## config.mk

```make
export PLATFORM = sky130hd
export DESIGN_NAME = two_mul
export DESIGN_NICKNAME = d
export VERILOG_FILES = /design/src/design/two_pkg.sv /design/src/design/two_mul.sv
export SDC_FILE = /design/constraint.sdc
export NUM_CORES = 2
export LEC_CHECK = 0
export BUFFER_PORTS_ARGS = -buffer_cell sky130_fd_sc_hd__buf_4
export CORE_MARGIN = 2
export CORE_UTILIZATION = 60
export DETAILED_ROUTE_END_ITERATION = 8
export PLACE_DENSITY = 0.78
export SYNTH_ARGS = -nofsm -noshare
export SYNTH_HDL_FRONTEND = slang
export SYNTH_SLANG_ARGS = --single-unit
export TNS_END_PERCENT = 100
```

## constraint.sdc

```tcl
create_clock -name clk_i -period 8.4 [get_ports clk_i]
set_input_delay 0.42 -clock clk_i [delete_from_list [all_inputs] [get_ports clk_i]]
set_output_delay 0.42 -clock clk_i [all_outputs]
set_load 0.01 [all_outputs]
```

## src/design/two_pkg.sv

```systemverilog
// Shared types, constants and helpers for the tracking-wheel odometry step unit.
package two_pkg;

  localparam logic [19:0] PI_Q17      = 20'd411775;
  localparam logic [19:0] TWO_PI_Q17  = 20'd823550;
  localparam logic [19:0] HALF_PI_Q17 = 20'd205887;
  localparam logic [29:0] GAIN_Q30    = 30'd652032874;

  localparam logic [29:0] ATAN_Q30 [32] = '{
    30'd843314857, 30'd497837829, 30'd263043837, 30'd133525159, 30'd67021687,
    30'd33543516, 30'd16775851, 30'd8388437, 30'd4194283, 30'd2097149,
    30'd1048576, 30'd524288, 30'd262144, 30'd131072, 30'd65536, 30'd32768,
    30'd16384, 30'd8192, 30'd4096, 30'd2048, 30'd1024, 30'd512, 30'd256,
    30'd128, 30'd64, 30'd32, 30'd16, 30'd8, 30'd4, 30'd2, 30'd1, 30'd0
  };

  typedef enum logic [2:0] {
    CFG_ENABLE     = 3'd0,
    CFG_FWD_OFFSET = 3'd1,
    CFG_SIDE_OFFSET = 3'd2,
    CFG_FWD_TPD    = 3'd3,
    CFG_SIDE_TPD   = 3'd4,
    CFG_TILE_RECIP = 3'd5
  } cfg_idx_e;

  typedef enum logic [1:0] {
    COR_IDLE, COR_MOD, COR_FOLD, COR_ROT
  } cor_state_e;

  typedef enum logic [4:0] {
    S_IDLE, S_MF, S_MS, S_TR, S_C1, S_DX, S_MX, S_LX, S_DY, S_MY, S_LY,
    S_HSC, S_C2, S_G1, S_G2, S_G3, S_G4, S_G5, S_G6, S_G7, S_FIN
  } seq_state_e;

  function automatic logic signed [31:0] sat32(input logic signed [67:0] v);
    if (v > 68'sd2147483647) return 32'sh7fffffff;
    if (v < -68'sd2147483648) return 32'sh80000000;
    return v[31:0];
  endfunction

endpackage

```

## src/design/two_mul.sv

```systemverilog
// Shared signed multiplier with a registered product.
module two_mul
  import two_pkg::*;
(
  input  logic                clk_i,
  input  logic signed [33:0]  a_i,
  input  logic signed [32:0]  b_i,
  output logic signed [66:0]  p_o
);

  logic signed [66:0] p_q;

  always_ff @(posedge clk_i) begin
    p_q <= a_i * b_i;
  end

  assign p_o = p_q;

endmodule

```

After elaboration in Yosys (flattened, before gate mapping)
Index checks and enable logic that the tools add are counted.
Widths: inputs -> output; s select.
{"block": "word_totals", "wordCells": 2, "inputBits": 68, "regBits": 67}
{"block": "op_classes", "mul": 1}
{"cell": "$mul 34x33->67", "count": 1}

Depth between registers and ports, before layout
{"block": "logic_depth", "word_depth": 1, "mapped_depth": 30}

Worst setup path before layout
No wires, ideal clock.
{"block": "synth_path", "path_type": "input-to-reg", "startpoint": "input port a_i[33]", "endpoint": "register p_q[63], in the netlist p_o[63]", "setup_time_ns": 0.062, "n_path_buf": 2, "t_required_ns": 8.338, "t_arrival_ns": 7.864, "stages": 24, "path_slack_ns": 0.474, "path_cell_list": "clkbuf_1 -> nand2_1 -> inv_1 -> fa_1 -> fa_1 -> fa_1 -> inv_1 -> fa_1 -> fa_1 -> fa_1 -> fa_1 -> fa_1 -> inv_1 -> ha_1 -> clkbuf_1 -> and3_1 -> and2_1 -> and4_1 -> a2111oi_4 -> o31ai_2 -> a311oi_4 -> o32ai_1 -> or4_1 -> nand3_1"}
{"block": "synth_between", "elab_chain_cells": 1}
{"element": "start: declaration", "line_no": "two_mul.sv:6", "text": "input logic signed [33:0] a_i,"}
{"element": "$mul 34x33->67", "line_no": "two_mul.sv:14", "text": "p_q <= a_i * b_i;"}
{"element": "end signal: assignment", "line_no": "two_mul.sv:14"}
{"element": "end: declaration", "line_no": "two_mul.sv:11", "text": "logic signed [66:0] p_q;"}
No other way between the ends.

Worst setup path in the final report
{"block": "layout_path", "startpoint": "input port b_i[13]", "endpoint": "register p_q[63], in the netlist p_o[63]"}
{"block": "layout_between", "elab_chain_cells": 1}
{"element": "start: declaration", "line_no": "two_mul.sv:7", "text": "input logic signed [32:0] b_i,"}
{"element": "$mul 34x33->67", "line_no": "two_mul.sv:14"}
No other way between the ends.

==> run_results.csv <==
group,metric,value,unit
outcome,status,"completed",
die,start_util,60.42,%
yosys,synth-edff-count,0,
routing,routed_wirelength,108.4,mm
yosys,ys.flop_type,"dfxtp_1",
die,core,68350,sq um
sta,setup_viol,0,
flow_run,maxCapViolCount,0,
worst_setup_path,crit_start,"b_i[13]",
placed_design,gp_congestion,0.9627,
yosys,ys_seq_elements,67,
sta,relSlewSlack,64.36,%
yosys,synth_top_area_cell,"fa_1",
sta,fmax,125.1,MHz
cells_and_area,fillers,5487,
grt,grt_max_degree,35,
grt,grt_pass1_wl,176.3,mm
clocking,ctsResizeCount,0,
placed_design,portBuffers,134,
yosys,synth.cell_area,41290,sq um
yosys,synth_nets,5861,
yosys,avgSynthCellArea,9.389,sq um
yosys,synth-adder-area-share,63.65,%
worst_setup_path,required,8.75,ns
routing,drc,0,
sta,rsz0062_at_grt,"false",
sta,fin_crit_sh,95.14,%
worst_setup_path,crit_arrival,8.34,ns
clocking,clockBufferDepth,2,
clocking,path_clk_slew,0.07,ns
clocking,clock_sinks,67,
routing,routedWlPerCell,20.43,um
routing,first_pass_iters,5,
cells_and_area,fin_util,63.91,%
clocking,cts_tree,"built",
routing,avgViaCountPerCell,5.591,
yosys,synth_top_family_by_area,"adder cells",
cells_and_area,final_common_cell,"fa_1",
yosys,seq_area_frac_synth,3.248,%
cells_and_area,largest_register_ffs,67,
yosys,muxShareOfSynthArea,0.07575,%
worst_setup_path,cp_max_fo,34,
clocking,postCtsSetupBuffers,0,
routing,drt_iter0_drc,2099,
sta,finalMaxSlewViolations,0,
clocking,cts_htree_levels,3,
worst_setup_path,startpoint_type,"input port",
die,std_cell_rows,96,
clocking,cts_buffers,9,
clocking,cts_root_buffer,"clkbuf_16",
worst_setup_path,critPathSlowestCell,"fa_1",
worst_setup_path,worstSetupEndpoint,"p_o[63]$_DFF_P_",
cells_and_area,final_nets,5879,
worst_setup_path,slowest_delay,0.79,ns
yosys,yosysWarnings,0,
yosys,synthSimpleGateAreaFrac,15.23,%
yosys,yosys.cell_types.count,63,
die,fp.dieH,266.3,um
worst_setup_path,cp-end-kind,"register",
yosys,ys_async_sr_fraction,0,%
sta,finalSetupTns,0,ns
clocking,hold_buffers,0,
die,die-area,70940,sq um
worst_setup_path,crit_top_cell,"fa_1",
routing,final_antenna_net_count,0,
worst_setup_path,worstSetupPathType,"in -> reg",
sta,tightest_slew,0.5346,ns
yosys,synthCells,4398,
yosys,synth_top_area_share,57.01,%
cells_and_area,most-common-layout-cells,"1175 x fa_1, 1165 x inv_1, 578 x nand2_1",
grt,overflow,0,
worst_hold_path,hp-class,"in -> reg",
yosys,synth-compound-area-share,3.569,%
yosys,ys_top_cells_by_area,"fa_1 57%, inv_1 11%, and2_1 8.3%",
die,io_pins,135,
sta,fin_crit,7.992,ns
grt,grt_pass1_vias,33020,
cells_and_area,drive_gt1_share,6.356,%
cells_and_area,syn2layout_area_growth,5.781,%
routing,vias,29670,
die,dieWidth,266.3,um
grt,track_usage,32.88,%
yosys,synth_xor_xnor_area_share,1.506,%
sta,hold_viol_final,0,
grt,grt_antenna_before_repair,6,
placed_design,post-dp-hpwl,87.36,mm
-- synthesized netlist by cell type (13+ instances only) --
master    number
clkbuf_1     228
nand2_1      578
fa_1        1176
xor2_1        17
o21bai_1      13
dfxtp_1       67
nor2_1        59
a21o_1        34
o21ai_0       30
ha_1         219
and2_1       551
nand2b_1      13
a21oi_1       62
inv_1       1165
xnor2_1       54
-- cells by family after synthesis --
kind of cell | after synthesis
compound gates | 204
buf+inv | 1398
xor+xnor | 71
fa+ha+maj | 1395
simple gates | 1260
mux | 3
flops | 67
-- critical path, delay by kind of cell --
kind            cells  cell delay, ns
simple gates        5            1.02
fa+ha+maj           9            4.54
compound gates      6            1.28
buf+inv             7            1.06
-- worst min path at each step --
stage	to	slack, ns	startpoint	cells after the start
floorplan	p_o[0]$_DFF_P_	0.54	b_i[0]	1
global placement	p_o[0]$_DFF_P_	0.77	a_i[0]	2
detailed placement	p_o[0]$_DFF_P_	0.77	a_i[0]	2
CTS	p_o[0]$_DFF_P_	0.34	a_i[0]	2
global route	p_o[0]$_DFF_P_	0.35	a_i[0]	2
finish	p_o[0]$_DFF_P_	0.34	a_i[0]	2
-- routing by layer --
metal  up-vias  routed length [um]  GRT usage (%)
met5         -                  12              0
met4         2                8675          22.30
met3       465                9161          6.590
met2      1437               53090          54.05
met1     15320               37460          39.30
li1      12440                   -              -
-- final cells by class --
class,instances,area [sq um],area share [%]
antenna,3,7.507,0.01719
clock buffer,10,239.0,0.5471
clock inverter,6,41.29,0.09452
inverter,1166,4377,10.02
multi-input combinational,2933,34700,79.45
sequential,67,1341,3.071
tap,882,1104,2.526
timing repair buffer,239,1869,4.279
-- through the flow --
step	area, sq um	setup WS [ns]	hold WS (ns)	cells
floorplan	41290	0.4740	0.5417	4398
global placement	43390	0.2389	0.7697	5287
detailed placement	43390	0.1083	0.7662	5287
CTS	43670	0.5029	0.3356	5303
global route	43680	0.1638	0.3484	5306
finish	43680	0.4083	0.3423	5306
Power is left out: the tool's default activity adds up to more than one toggle a clock period on the data nets, which glitch-free logic cannot reach.
