$ cat config.mk
export PLATFORM = sky130hd
export DESIGN_NAME = two_div
export DESIGN_NICKNAME = d
export VERILOG_FILES = /design/src/design/two_pkg.sv /design/src/design/two_div.sv
export SDC_FILE = /design/constraint.sdc
export NUM_CORES = 1
export LEC_CHECK = 0
export BUFFER_PORTS_ARGS = -buffer_cell sky130_fd_sc_hd__buf_2
export CORE_ASPECT_RATIO = 0.9
export CORE_MARGIN = 2
export CORE_UTILIZATION = 55
export CTS_BUF_LIST = sky130_fd_sc_hd__clkbuf_8
export CTS_CLUSTER_SIZE = 12
export DETAILED_ROUTE_END_ITERATION = 6
export GPL_TIMING_DRIVEN = 0
export PLACE_DENSITY = 0.88
export REMOVE_ABC_BUFFERS = 1
export SLEW_MARGIN = 10
export SYNTH_ARGS = -nofsm -noshare
export SYNTH_HDL_FRONTEND = slang
export SYNTH_SLANG_ARGS = --single-unit
$ cat constraint.sdc
create_clock -name clk_i -period 8.6 [get_ports clk_i]
set_clock_uncertainty 0.2 [all_clocks]
set_input_delay 0.43 -clock clk_i [delete_from_list [all_inputs] [get_ports clk_i]]
set_output_delay 0.43 -clock clk_i [all_outputs]
set_load 0.05 [all_outputs]
$ cat src/design/two_pkg.sv
// Shared types, constants and helpers for the tracking-wheel odometry step unit.
package two_pkg;

  localparam logic [19:0] PI_Q17      = 20'd411775;
  localparam logic [19:0] TWO_PI_Q17  = 20'd823550;
  localparam logic [19:0] HALF_PI_Q17 = 20'd205887;
  localparam logic [29:0] GAIN_Q30    = 30'd652032874;

  localparam logic [29:0] ATAN_Q30 [32] = '{
    30'd843314857, 30'd497837829, 30'd263043837, 30'd133525159, 30'd67021687,
    30'd33543516, 30'd16775851, 30'd8388437, 30'd4194283, 30'd2097149,
    30'd1048576, 30'd524288, 30'd262144, 30'd131072, 30'd65536, 30'd32768,
    30'd16384, 30'd8192, 30'd4096, 30'd2048, 30'd1024, 30'd512, 30'd256,
    30'd128, 30'd64, 30'd32, 30'd16, 30'd8, 30'd4, 30'd2, 30'd1, 30'd0
  };

  typedef enum logic [2:0] {
    CFG_ENABLE     = 3'd0,
    CFG_FWD_OFFSET = 3'd1,
    CFG_SIDE_OFFSET = 3'd2,
    CFG_FWD_TPD    = 3'd3,
    CFG_SIDE_TPD   = 3'd4,
    CFG_TILE_RECIP = 3'd5
  } cfg_idx_e;

  typedef enum logic [1:0] {
    COR_IDLE, COR_MOD, COR_FOLD, COR_ROT
  } cor_state_e;

  typedef enum logic [4:0] {
    S_IDLE, S_MF, S_MS, S_TR, S_C1, S_DX, S_MX, S_LX, S_DY, S_MY, S_LY,
    S_HSC, S_C2, S_G1, S_G2, S_G3, S_G4, S_G5, S_G6, S_G7, S_FIN
  } seq_state_e;

  function automatic logic signed [31:0] sat32(input logic signed [67:0] v);
    if (v > 68'sd2147483647) return 32'sh7fffffff;
    if (v < -68'sd2147483648) return 32'sh80000000;
    return v[31:0];
  endfunction

endpackage

$ cat src/design/two_div.sv
// Restoring divider, one quotient bit per cycle, truncating signed result.
module two_div
  import two_pkg::*;
(
  input  logic                clk_i,
  input  logic                rst_ni,
  input  logic                start_i,
  input  logic signed [47:0]  num_i,
  input  logic signed [32:0]  den_i,
  output logic                done_o,
  output logic signed [48:0]  quo_o
);

  logic        busy_q, done_q, neg_q;
  logic [5:0]  cnt_q;
  logic [33:0] rem_q;
  logic [47:0] quo_q;
  logic [32:0] dv_q;
  logic [33:0] rem_sh;

  assign rem_sh = {rem_q[32:0], quo_q[47]};

  always_ff @(posedge clk_i or negedge rst_ni) begin
    if (!rst_ni) begin
      busy_q <= 1'b0;
      done_q <= 1'b0;
      cnt_q  <= '0;
    end else begin
      done_q <= 1'b0;
      if (start_i) begin
        busy_q <= 1'b1;
        cnt_q  <= '0;
      end else if (busy_q) begin
        cnt_q <= cnt_q + 6'd1;
        if (cnt_q == 6'd47) begin
          busy_q <= 1'b0;
          done_q <= 1'b1;
        end
      end
    end
  end

  always_ff @(posedge clk_i) begin
    if (start_i) begin
      neg_q <= num_i[47] ^ den_i[32];
      quo_q <= num_i[47] ? 48'(-num_i) : 48'(num_i);
      dv_q  <= den_i[32] ? 33'(-den_i) : 33'(den_i);
      rem_q <= '0;
    end else if (busy_q) begin
      if (rem_sh >= {1'b0, dv_q}) begin
        rem_q <= rem_sh - {1'b0, dv_q};
        quo_q <= {quo_q[46:0], 1'b1};
      end else begin
        rem_q <= rem_sh;
        quo_q <= {quo_q[46:0], 1'b0};
      end
    end
  end

  assign done_o = done_q;
  assign quo_o  = neg_q ? -$signed({1'b0, quo_q}) : $signed({1'b0, quo_q});

endmodule

After elaboration in Yosys (flattened, before gate mapping) --
Index checks and enable logic that the tools add are counted.
Storage, ports and cells: bits in registers 123, input port bits 84, output and inout bits 50, word-level logic and storage cells 32
Operators by class: add/subtract/negate cells 5, $lt $le $gt $ge 1, eq/ne operators 1, multiplexer cells 15, bitwise operators 1, reductions and logical operators 1
Operators with widths (number):
- two-way mux 48 bit | 3
- two-way mux 49 bit | 1
- negation 48 -> 49 bit | 1
- negation 48 bit | 1
- greater-or-equal comparator 34 x 33 -> 1 bit | 1
- two-way mux 33 bit | 1
- negation 33 bit | 1
- subtractor 33 bit | 1
- two-way mux 32 bit | 1
- two-way mux 6 bit | 2
- two-way mux 1 bit | 7
- adder 6 x 1 -> 6 bit, second input constant | 1
- == test 6 bit, second input constant | 1
- nonzero test 2 bit | 1
- bitwise XOR 1 bit | 1

Longest topological paths before layout --
depth after elaboration 4, mapped depth 14, depth with buffers taken out 12

Worst setup path after synthesis --
No wires, ideal clock.
path type reg-to-output, from reg quo_q[3], to out quo_o[39], arrival 3606 ps, required time 7970 ps, setup slack 4364 ps, cell stages (with the launch flop) 11, buffers on the path 2, cells stage by stage edfxtp_1 -> or4_4 -> nand2b_4 -> or4_4 -> or3_1 -> buf_2 -> or2_1 -> or3_1 -> buf_6 -> o41ai_4 -> xnor2_1
Between the ends: word-level cells in the longest chain between the ends 2
RTL lines:
- start, declared | line two_div.sv:17 | logic [47:0] quo_q;
- start signal, assigned | line two_div.sv:46 | quo_q <= num_i[47] ? 48'(-num_i) : 48'(num_i);
- start signal, assigned | line two_div.sv:52 | quo_q <= {quo_q[46:0], 1'b1};
- start signal, assigned | line two_div.sv:55 | quo_q <= {quo_q[46:0], 1'b0};
- negation 48 -> 49 bit | line two_div.sv:61 | assign quo_o = neg_q ? -$signed({1'b0, quo_q}) : $signed({1'b0, quo_q});
- two-way mux 49 bit | line two_div.sv:61
- end, declared | line two_div.sv:11 | output logic signed [48:0] quo_o
Every way passes these cells.

Worst setup path in the final report --
from reg quo_q[2], to out quo_o[45]
Same word-level chain as after synthesis.

==> flow_metrics.env <==
export IMPL_worstSkewPairLatency_ns=0.46
export IMPL_netlist_area_leader_share=0.264
export IMPL_start_util=0.558
export IMPL_die_x_um=141
export IMPL_overflow=0
export IMPL_hp_class="in2reg"
export IMPL_cts_buffer_depth=2
export IMPL_coreArea_mm2=0.0167
export IMPL_tritoncts="done"
export IMPL_grt_util_all_layers=0.262
export IMPL_synth_seq_area_share=0.356
export IMPL_layout_commonest_cell="buf_2"
export IMPL_drc=4
export IMPL_synth_edf_count=82
export IMPL_critPathKind="reg2out"
export IMPL_cts_root_buf="clkbuf_8"
export IMPL_finalHoldViolations=0
export IMPL_cts_buffers=17
export IMPL_rsz0062_at_grt="no"
export IMPL_syn_area_mm2=0.00933
export IMPL_row_count=45
export IMPL_r2r_setup_slack_ns=3.92
export IMPL_die_h_um=128
export IMPL_finalSetupViolCount=0
export IMPL_worst_ep_arrival_time_ns=4.36
export IMPL_async_flop_share=0.0650
export IMPL_slew_headroom=0.181
export IMPL_final_cell_mix="132 x buf_2, 110 x nand2_1, 104 x xnor2_1"
export IMPL_syn_to_final_growth_pct=13.3
export IMPL_grt_max_degree=117
export IMPL_cp_max_fo=8
export IMPL_synthCells=1062
export IMPL_worst_pin_slew_ns=1.20
export IMPL_crit_required_ns=7.97
export IMPL_n_fill_cell=1276
export IMPL_wirelength_mm=23.7
export IMPL_fin_util=0.632
export IMPL_cts_resized=0
export IMPL_h_tree_depth=4
export IMPL_wl_per_cell_um=17.0
export IMPL_grt_first_pass_wirelength_mm=38.3
export IMPL_yosys_most_used_dff="edfxtp_1"
export IMPL_synth_seq_cells=123
export IMPL_drtIter0Drc=826
export IMPL_rr_worst_depth=10
export IMPL_viasPerCell=6.17
export IMPL_dieArea_mm2=0.0180
export IMPL_cp_end_kind="primary output"
export IMPL_yosysUniqueCellTypes=71
export IMPL_dp_hpwl_mm=17.2
export IMPL_num_vias=8622
export IMPL_final_setup_tns_ns=0
export IMPL_synth_top_area_cell="edfxtp_1"
export IMPL_dpl_cell_count=1360
export IMPL_grt_pass1_vias=7981
export IMPL_drtPass1Iterations=7
export IMPL_start_kind="flop"
export IMPL_cts_sinks=123
export IMPL_peakVddDrop_mv=0.194
export IMPL_status="finished with violations"
export IMPL_finalCriticalPeriod_ns=4.99
export IMPL_crit_start="quo_q[2]"
export IMPL_slew_violations=0
export IMPL_drv_cap=0
export IMPL_synth_area_leaders="edfxtp_1 26%, xnor2_1 9.8%, dfxtp_1 7.1%, ha_1 5.0%, nand2_1 4.5%"
export IMPL_cp_endpoint="quo_o[45]"
export IMPL_layout_nets=1292
export IMPL_max_freq_mhz=200
export IMPL_cellLeakagePower_uw=0.00422
export IMPL_yosysWarnings=0
export IMPL_whs_ns=0.0952
export IMPL_postRouteAntennaNets=0
export IMPL_io_buffers=133
export IMPL_rr_startpoint="dv_q[29]"
export IMPL_syn_avg_cell_area_um2=8.78
export IMPL_antenna_found_initial=2
export IMPL_fin_cells=1397
export IMPL_gp_congestion=0.921
export IMPL_path_clk_slew_ns=0.07
export IMPL_timing_rr_end="rem_q[0]"
export IMPL_finalCritPeriodShare=0.580
export IMPL_drive_gt1_frac=0.171
export IMPL_hold_depth=2
export IMPL_violations="design-rule violations"
export IMPL_ios=134
export IMPL_powerDensity_mw_per_mm2=262
[worst min-delay path by stage]
stage          startpoint  endpoint  slack [ns]
2_1_floorplan      rst_ni    busy_q       -0.07
3_3_place_gp       rst_ni  cnt_q[5]        0.08
3_5_place_dp       rst_ni  cnt_q[5]        0.09
4_1_cts         den_i[22]  dv_q[22]        0.09
5_1_grt         den_i[22]  dv_q[22]        0.09
6_report        den_i[22]  dv_q[22]         0.1
[cell type report]
cell class	count	area, um^2	area share
flip-flops and latches	123	3320	0.315
multi-input cells	836	5610	0.530
repair buffers	142	816	0.0772
well taps	211	264	0.0250
clock buffers	19	262	0.0247
inverters	50	188	0.0178
clock inverters	13	101	0.00959
diodes	3	7.51	0.000710
[cells by family after synthesis]
kind of cell	after synthesis	share of synthesized area
AO/OA/AOI/OAI	284	0.207
XOR/XNOR	151	0.142
adder cells (fa/ha/maj)	38	0.0518
buffers and inverters	103	0.0428
flip-flops	123	0.356
multiplexers	18	0.0208
AND/OR/NAND/NOR	345	0.180
[Yosys cell counts, drive strengths merged, types with 3 or more instances]
library cell,n
a21oi,68
mux2i,7
nor2,97
edfxtp,82
nor3,12
a311oi,22
inv,50
xor2,47
xnor2,104
nor2b,4
o22ai,4
nand3,18
dfxtp,33
o21bai,4
and4,3
o211ai,6
a211oi,5
a31oi,4
buf,7
or3,24
and2,4
o21ai,64
o31ai,34
dfrtp,8
and3,7
ha,37
a31o,3
mux2,11
or2,9
nand2b,12
clkbuf,46
nand4,8
a211o,3
nand2,111
nor4,8
o41ai,23
a21o,16
or4,18
o21a,7
[repair_timing]
action,4_1_cts,5_1_grt
endpoints found under the setup margin,0,0
endpoints found under the hold margin,9,0
hold buffers,2,0
buffers inserted,0,0
[registers in the layout, indices dropped and copies added (netlist names)]
register	flops
busy_q	1
cnt_q	6
done_o	1
dv_q	33
neg_q	1
quo_q	48
rem_q	33
[metrics by stage]
stage          total power (uW)  setup slack, ns  area, um^2
2_1_floorplan              1900             4.22        9110
3_3_place_gp               2200             2.58       10000
3_5_place_dp               2250             4.06       10200
4_1_cts                    2740             3.60       10600
5_1_grt                    2930             3.47       10600
6_report                   2770             3.61       10600
[power by group]
part / leakage [uW] / switching (uW) / total, uW / internal, uW
sequential: 0.00120 / 114 / 878 / 764
clock: 0.000182 / 243 / 482 / 239
combinational: 0.00284 / 893 / 1410 / 517
total: 0.00422 / 1250 / 2770 / 1520
[layer usage]
layer / track usage / routed length, um / vias up
met5: 0 / 0 / -
met4: 0.0982 / 578 / 0
met3: 0.0562 / 2110 / 58
met2: 0.415 / 11000 / 427
met1: 0.354 / 10000 / 4038
li1: - / - / 4099
[critical path: stages, from the launching register on]
cell      delay, ns
edfxtp_1       0.49
or4_4          0.56
nand2b_4       0.17
or4_4          0.50
or3_1          0.50
or2_1          0.31
or3_1          0.55
o31ai_1        0.35
xnor2_1        0.18
buf_2          0.30
Note: power is estimated with default switching activity, not from simulation.
