**src/design/two_pkg.sv**
```systemverilog
// Shared types, constants and helpers for the tracking-wheel odometry step unit.
package two_pkg;

  localparam logic [19:0] PI_Q17      = 20'd411775;
  localparam logic [19:0] TWO_PI_Q17  = 20'd823550;
  localparam logic [19:0] HALF_PI_Q17 = 20'd205887;
  localparam logic [29:0] GAIN_Q30    = 30'd652032874;

  localparam logic [29:0] ATAN_Q30 [32] = '{
    30'd843314857, 30'd497837829, 30'd263043837, 30'd133525159, 30'd67021687,
    30'd33543516, 30'd16775851, 30'd8388437, 30'd4194283, 30'd2097149,
    30'd1048576, 30'd524288, 30'd262144, 30'd131072, 30'd65536, 30'd32768,
    30'd16384, 30'd8192, 30'd4096, 30'd2048, 30'd1024, 30'd512, 30'd256,
    30'd128, 30'd64, 30'd32, 30'd16, 30'd8, 30'd4, 30'd2, 30'd1, 30'd0
  };

  typedef enum logic [2:0] {
    CFG_ENABLE     = 3'd0,
    CFG_FWD_OFFSET = 3'd1,
    CFG_SIDE_OFFSET = 3'd2,
    CFG_FWD_TPD    = 3'd3,
    CFG_SIDE_TPD   = 3'd4,
    CFG_TILE_RECIP = 3'd5
  } cfg_idx_e;

  typedef enum logic [1:0] {
    COR_IDLE, COR_MOD, COR_FOLD, COR_ROT
  } cor_state_e;

  typedef enum logic [4:0] {
    S_IDLE, S_MF, S_MS, S_TR, S_C1, S_DX, S_MX, S_LX, S_DY, S_MY, S_LY,
    S_HSC, S_C2, S_G1, S_G2, S_G3, S_G4, S_G5, S_G6, S_G7, S_FIN
  } seq_state_e;

  function automatic logic signed [31:0] sat32(input logic signed [67:0] v);
    if (v > 68'sd2147483647) return 32'sh7fffffff;
    if (v < -68'sd2147483648) return 32'sh80000000;
    return v[31:0];
  endfunction

endpackage

```
**src/design/two_cordic.sv**
```systemverilog
// Iterative sine/cosine: range reduction one bit per cycle, then CORDIC rotations.
module two_cordic
  import two_pkg::*;
#(
  parameter int CORDIC_STAGES = 16
) (
  input  logic                clk_i,
  input  logic                rst_ni,
  input  logic                start_i,
  input  logic signed [34:0]  angle_i,
  output logic                done_o,
  output logic signed [33:0]  sin_o,
  output logic signed [33:0]  cos_o
);

  localparam int CW = (CORDIC_STAGES > 1) ? $clog2(CORDIC_STAGES) : 1;

  cor_state_e state_q, state_d;
  logic [3:0]  mk_q;
  logic [CW-1:0] cnt_q;
  logic        done_q, done_d;
  logic        aneg_q, cneg_q;
  logic [33:0] rem_q;
  logic signed [33:0] x_q, y_q, z_q;
  logic [35:0] sub_k;
  logic signed [23:0] r0, r1, r2;
  logic        fold;
  logic signed [33:0] atan_v, ysh, xsh;

  assign sub_k = {16'd0, TWO_PI_Q17} << mk_q;

  always_comb begin
    r0 = aneg_q ? -$signed({4'd0, rem_q[19:0]}) : $signed({4'd0, rem_q[19:0]});
    r1 = r0;
    if (r0 > $signed({4'd0, PI_Q17})) r1 = r0 - $signed({4'd0, TWO_PI_Q17});
    else if (r0 < -$signed({4'd0, PI_Q17})) r1 = r0 + $signed({4'd0, TWO_PI_Q17});
    fold = 1'b0;
    r2 = r1;
    if (r1 > $signed({4'd0, HALF_PI_Q17})) begin
      r2 = $signed({4'd0, PI_Q17}) - r1;
      fold = 1'b1;
    end else if (r1 < -$signed({4'd0, HALF_PI_Q17})) begin
      r2 = -$signed({4'd0, PI_Q17}) - r1;
      fold = 1'b1;
    end
  end

  assign atan_v = $signed({4'd0, ATAN_Q30[5'(cnt_q)]});
  assign ysh    = y_q >>> cnt_q;
  assign xsh    = x_q >>> cnt_q;

  always_comb begin
    state_d = state_q;
    done_d  = 1'b0;
    unique case (state_q)
      COR_IDLE: if (start_i) state_d = COR_MOD;
      COR_MOD:  if (mk_q == 4'd0) state_d = COR_FOLD;
      COR_FOLD: state_d = COR_ROT;
      COR_ROT: begin
        if (cnt_q == CW'(CORDIC_STAGES - 1)) begin
          state_d = COR_IDLE;
          done_d  = 1'b1;
        end
      end
      default: state_d = COR_IDLE;
    endcase
  end

  always_ff @(posedge clk_i or negedge rst_ni) begin
    if (!rst_ni) begin
      state_q <= COR_IDLE;
      done_q  <= 1'b0;
      mk_q    <= '0;
      cnt_q   <= '0;
    end else begin
      state_q <= state_d;
      done_q  <= done_d;
      if (state_q == COR_IDLE) mk_q <= 4'd15;
      else if (state_q == COR_MOD) mk_q <= mk_q - 4'd1;
      if (state_q == COR_ROT) cnt_q <= cnt_q + CW'(1);
      else cnt_q <= '0;
    end
  end

  always_ff @(posedge clk_i) begin
    unique case (state_q)
      COR_IDLE: begin
        if (start_i) begin
          aneg_q <= angle_i[34];
          rem_q  <= angle_i[34] ? 34'(-angle_i) : 34'(angle_i);
        end
      end
      COR_MOD: begin
        // subtract the current shifted 2*pi if it fits
        if ({2'd0, rem_q} >= sub_k) rem_q <= 34'({2'd0, rem_q} - sub_k);
      end
      COR_FOLD: begin
        x_q    <= $signed({4'd0, GAIN_Q30});
        y_q    <= '0;
        z_q    <= 34'(r2) <<< 13;
        cneg_q <= fold;
      end
      COR_ROT: begin
        if (!z_q[33]) begin
          x_q <= x_q - ysh;
          y_q <= y_q + xsh;
          z_q <= z_q - atan_v;
        end else begin
          x_q <= x_q + ysh;
          y_q <= y_q - xsh;
          z_q <= z_q + atan_v;
        end
      end
      default: ;
    endcase
  end

  assign done_o = done_q;
  assign sin_o  = y_q;
  assign cos_o  = cneg_q ? -x_q : x_q;

endmodule

```
**config.mk**
```make
export PLATFORM = sky130hd
export DESIGN_NAME = two_cordic
export DESIGN_NICKNAME = d
export VERILOG_FILES = /design/src/design/two_pkg.sv /design/src/design/two_cordic.sv
export SDC_FILE = /design/constraint.sdc
export NUM_CORES = 1
export LEC_CHECK = 0
export BUFFER_PORTS_ARGS = -buffer_cell sky130_fd_sc_hd__buf_2
export CAP_MARGIN = 20
export CORE_MARGIN = 2
export CORE_UTILIZATION = 55
export DETAILED_ROUTE_END_ITERATION = 16
export HOLD_SLACK_MARGIN = 0.1
export PLACE_DENSITY_LB_ADDON = 0.3
export SLEW_MARGIN = 0
export SYNTH_ARGS = -nofsm -noshare
export SYNTH_HDL_FRONTEND = slang
export SYNTH_SLANG_ARGS = --single-unit
```
**constraint.sdc**
```tcl
create_clock -name clk_i -period 14 [get_ports clk_i]
set_clock_uncertainty 0.15 [all_clocks]
set_input_delay 1.4 -clock clk_i [delete_from_list [all_inputs] [get_ports clk_i]]
set_output_delay 1.4 -clock clk_i [all_outputs]
set_load 0.01 [all_outputs]
```
# Word-level counts from Yosys, hierarchy flattened
# Memories as Yosys holds them, arrays and structs flattened.
# Index checks and enable logic that the tools add are counted.
# op_classes
add_sub_neg	16
magnitude_cmp	6
eq_ne	8
shift	3
n_mux	28
bitwise_logic	1
reduce_logical	7
# ops
cell	count
$pmux 34 s2	4
$mux 34	7
$sub 34x34->34	3
$mux 24	3
$add 34x34->34	2
$neg 34->34	2
$sshr 34x4->34	2
$mux 30	2
$mux 21	2
$sub 20x21->21 const A	2
$ge 34x36->1	1
$shl 20x4->36 const A	1
$add 34x31->34	1
$sub 34x31->34	1
$add 24x21->24 const B	1
$gt 24x19->1 const B	1
$gt 24x20->1 const B	1
$lt 24x19->1 const B	1
$lt 24x20->1 const B	1
$neg 20->24	1
$sub 24x21->24 const B	1
$mux 4	3
$pmux 2 s4	1
$ge 6x6->1 const B	1
other kinds (15)	24
# word_totals
regBits	149
rom_bits	960
input_bits	38
out_inout_bits	69
wordCells	80
n_memories	1
# mem_list
memory	words	word_bits	read_ports	rd_clocked_by_memory_dff	wr	line_no	source
(name not given)	32	30	1	0	0	two_cordic.sv:48	assign atan_v = $signed({4'd0, ATAN_Q30[5'(cnt_q)]});

# Depth between registers and ports, before layout
# logic_depth
ltp_word	9
mapped_depth	33
ltp_nobuf	27

# Least setup slack after synthesis
# OpenSTA, ideal clock, no wires.
# synth_timing
path_kind	register to register
start	register cnt_q[0]
end	register z_q[32] (data pin)
setup_time_ns	0.275
arrival_ns	7.055
required_ns	13.575
path_slack_ns	6.520
stages_incl_launch_ff	33
n_path_buf	6
period_less_slack_ns	7.480
cell_sequence	dfrtp_1 > buf_2 > buf_2 > buf_1 > clkbuf_1 > clkbuf_1 > inv_1 > ha_1 > clkbuf_1 > nor2b_1 > nand2b_1 > o21ai_0 > ha_1 > nand3_1 > a31oi_1 > nor2_1 > o221ai_1 > o21ai_0 > ha_1 > a21oi_1 > o21ba_2 > o31ai_1 > o31ai_1 > nor2_1 > or3_1 > a31oi_1 > a311o_1 > a31oi_1 > a21o_1 > a21oi_1 > o21ai_0 > xnor2_1 > a22oi_1
# synth_between
elab_chain_len	7
word_cells_on_any_way	8
cone_classes	2 x add/sub; 4 x mux; 1 x bitwise; 1 x memory
# synth_lines
item	line_no	source
from (decl)	two_cordic.sv:20	logic [CW-1:0] cnt_q;
from (signal assigned)	two_cordic.sv:80	if (state_q == COR_ROT) cnt_q <= cnt_q + CW'(1);
$not 4->6 (not written as such) (*)	two_cordic.sv:48	
$mem_v2 32x30 (*)	-	
$mux 30 (not written as such) (*) (2 in a row)	two_cordic.sv:48	
$sub 34x31->34 / $add 34x31->34 (equally long branches)	two_cordic.sv:107, two_cordic.sv:111	
$mux 34 (*)	two_cordic.sv:104	if (!z_q[33]) begin
$pmux 34 s2 (*)	two_cordic.sv:86	unique case (state_q)
to (signal assigned)	two_cordic.sv:100	z_q <= 34'(r2) <<< 13;
to (signal assigned)	two_cordic.sv:107	z_q <= z_q - atan_v;
to (signal assigned)	two_cordic.sv:111	z_q <= z_q + atan_v;
to (decl)	two_cordic.sv:24	logic signed [33:0] x_q, y_q, z_q;
# Every way passes the cells marked *; elsewhere a longest branch is shown, timed or not. The select of a mux whose other input is x is not followed.
# A chain may end at the register's enable or synchronous reset.

# Worst setup path after layout
# layout_timing
start	register cnt_q[0]
end	register x_q[33] (data pin)
# layout_between
elab_chain_len	4
word_cells_on_any_way	5
cone_classes	2 x add/sub; 1 x shift; 2 x mux
# layout_lines
item	line_no	source
$sshr 34x4->34 (*)	two_cordic.sv:49	assign ysh = y_q >>> cnt_q;
$sub 34x34->34 / $add 34x34->34 (equally long branches)	two_cordic.sv:105, two_cordic.sv:109	
$mux 34 (*)	two_cordic.sv:104	
$pmux 34 s2 (*)	two_cordic.sv:86	
to (signal assigned)	two_cordic.sv:98	x_q <= $signed({4'd0, GAIN_Q30});
to (signal assigned)	two_cordic.sv:105	x_q <= x_q - ysh;
to (signal assigned)	two_cordic.sv:109	x_q <= x_q + ysh;
to (decl)	two_cordic.sv:24	
# Every way passes the cells marked *; elsewhere a longest branch is shown, timed or not.

==> reports/qor.txt <==
Most frequent cells in the layout: nand2_1, nor2_1, a21oi_1
Largest stage delay on the critical path: 850 ps
Final period util: 56.4%
Core ar.: 38700 sq um
Tot GR Track Use: 28.9%
Critical Path RT: 14160 ps
GR Overflow Total: 0
Num CTS Buffers: 17
Vias in the first global route: 19500
Top Family by Delay on Critical Path: compound AO/OA/AOI/OAI gates
Cells after Synth: 2681
Largest net degree at the start of global routing: 82
Startpoint class of the critical path: flop
CP Cell Sequence: buf_4 -> mux4_2 -> nand2_1 -> nand2_1 -> a21oi_1 -> and3b_1 -> nand4_1 -> a21oi_1 -> and2_0 -> a21oi_1 -> xnor2_1 -> ha_1 -> a2111oi_0 -> o21ai_0 -> or4_1 -> nor2_1 -> o31ai_1 -> o41ai_1 -> o21bai_1 -> a21oi_1 -> o21ai_0 -> a31oi_1 -> mux2i_1
Routability cong.: 0.964
Clock sink count: 149
Final Hold Viols: 0
Hold crit path type: reg -> reg
Area growth syn-to-layout: 6.43%
Setup bufs post-CTS: 0
Synth warn: 0
Mean post-synth cell area: 8.05 sq um
1st-pass router iterations: 6
Slew Limit Fails: 0
Synthesized flop and latch total: 149
Netlist cell types: 98
Min setup slack post-route: 6110 ps
Worst setup endpoint: x_q[33]
RSZ-0062 raised after global routing: false
Hpwl dp: 44.9 mm
Final #Nets: 2882
Max cap viols: 0
Final setup viols: 0
Vias per cell: 6.40
WS Path Type: reg -> reg
Yosys top cell by area: edfxtp_1
Slowest CP cell: a2111oi_0
Syn Nets: 2881
Initial drt markers: 1816
First-pass GRT wire length: 97.1 mm
Worst path depth: 23
Reg2reg end: x_q[33]
R2R Path Start: cnt_q[0]
Final WL: 59.8 mm
Root buffer cell: clkbuf_16
Post-CTS Hold Fix Bufs: 0
Crit path time final: 7890 ps
Clk pin slew, worst setup/hold paths: 80 ps
CP dominant cell by count: a21oi_1
TritonCTS clock tree: built
Async set or reset register ratio after synthesis: 7.38%
Die Span X: 202 microns
Clock latency on the worst-skew pair: 470 ps
Worst-Margin Slew: 1010 ps
Synthesized area: 21600 sq um
Initial Utilization: 55.7%
Die height: 202 microns
Crit Path Max Fanout: 46
Post-DRT Antenna Nets: 0
Top_reg_cell synth: edfxtp_1
Relative slew slack: 32.4%
Max Root-Sink Buffers: 2
Synth top area cells: edfxtp_1, ha_1, xnor2_1
Ports: 107
PortBufs: 106
DR DRC count: 0
Max frequency: 127 MHz
Worst slack, placed: 6290 ps
Worst Path Buf+Inv: 1
Commonest non-fill, non-tap cell in the layout: nand2_1
Routed len/inst: 18.6 microns
R2R cell count: 23
H-Tree Level Count: 4
Status: finished, final reports clean
Top cell type's share of synthesized area: 19.2%
Setup TNS: 0 ps
Post-synth EDFFs: 138
Share of cells above drive strength 1: 11.1%
Vias: 20600
FF-to-FF setup slack: 6110 ps
CP startpoint: cnt_q[0]
Sequential area share after synthesis: 20.5%
CP Capture Type: flop
DIE AREA: 40900 sq um
Post-cts resize count: 0
CP arrival: 8050 ps
Initial antenna violation count: 1
Row count: 72
## through the flow
stage	hold WS [ps]	area (sq um)	cells	util (%)
CTS	482	22900	3211	59.2
detailed placement	456	22300	3179	57.7
finish	480	23000	3214	59.3
floorplan	413	21600	2681	-
global route	530	23000	3213	59.3
global placement	448	22300	3179	57.7
## cell usage after synthesis, types with 6 or more instances
cell type	instances
nand2b_1	57
a211o_1	8
and3_1	30
a22oi_1	6
xnor2_1	180
a21oi_1	196
clkbuf_1	102
o31a_1	6
or2_2	20
nor2_1	252
mux4_2	66
o2111ai_1	6
xor2_1	112
buf_1	19
or3_1	40
nand4_1	22
mux2i_1	43
nor3_1	58
a21o_1	45
nand2_1	293
inv_1	84
dfrtp_1	11
a21boi_0	7
ha_1	159
o21ai_0	178
o31ai_1	38
a31o_2	7
o21a_1	34
a31oi_1	46
or4_1	18
o21bai_1	19
a41oi_1	14
nor2b_1	31
mux2_2	18
edfxtp_1	138
and2_1	29
a211oi_1	22
o21ai_1	6
nand3_1	81
o22ai_1	10
buf_2	13
o41ai_1	17
o211ai_1	17
nor4_1	18
## layout make-up
class | count | area, sq um
flip-flops and latches | 149 | 4430
well taps | 518 | 648
clock inverters | 15 | 176
multi-input cells | 2307 | 16300
repair buffers | 120 | 663
fillers | 3452 | 15800
clock buffers | 17 | 425
inverters | 87 | 327
diodes | 1 | 2.50
## worst register-to-register path, stage by stage, from the launching register on
cell and delay [ps]:
dfrtp_4 780, buf_4 670, mux4_2 610, nand2_1 80, nand2_1 80, a21oi_1 280, and3b_1 290, nand4_1 140
a21oi_1 210, and2_0 310, a21oi_1 140, xnor2_1 170, ha_1 350, a2111oi_0 850, o21ai_0 310, or4_1 450
nor2_1 140, o31ai_1 130, o41ai_1 540, o21bai_1 130, a21oi_1 250, o21ai_0 190, a31oi_1 260, mux2i_1 230
## worst min-delay path by stage
stage | slack (ps) | start | cells after the start | end
after detailed placement | 460 | mk_q[0] | 2 | mk_q[0]
after CTS | 480 | mk_q[0] | 2 | mk_q[0]
after floorplan | 410 | mk_q[0] | 2 | mk_q[0]
after global placement | 450 | mk_q[0] | 2 | mk_q[0]
after global routing | 530 | mk_q[0] | 2 | mk_q[0]
final | 480 | mk_q[0] | 2 | mk_q[0]
## registers in the layout, indices dropped and copies added (netlist names)
signal	count
aneg_q	1
cneg_q	1
cnt_q	4
done_o	1
mk_q	4
rem_q	34
sin_o	34
state_q	2
x_q	34
z_q	34
## cells by family (layout without fill, tap and decap cells)
logic type      after synthesis  in the layout  synth area share, %
buf+inv                     225            239                 4.08
mux                         127            127                 9.82
xor+xnor                    294            294                 12.0
fa+ha+maj                   162            162                 9.49
flops                       149            149                 20.5
simple gates                977            977                 21.6
other cells                   0              1                    0
compound gates              747            747                 22.5
## routing by layer
layer | wire length (microns) | track usage, %
met2 | 28000 | 48.2
met3 | 4280 | 4.00
met1 | 25500 | 37.7
met5 | 0 | 0
met4 | 2060 | 11.7
Power is left out: the tool's default activity adds up to more than one toggle a clock period on the data nets, which glitch-free logic cannot reach.
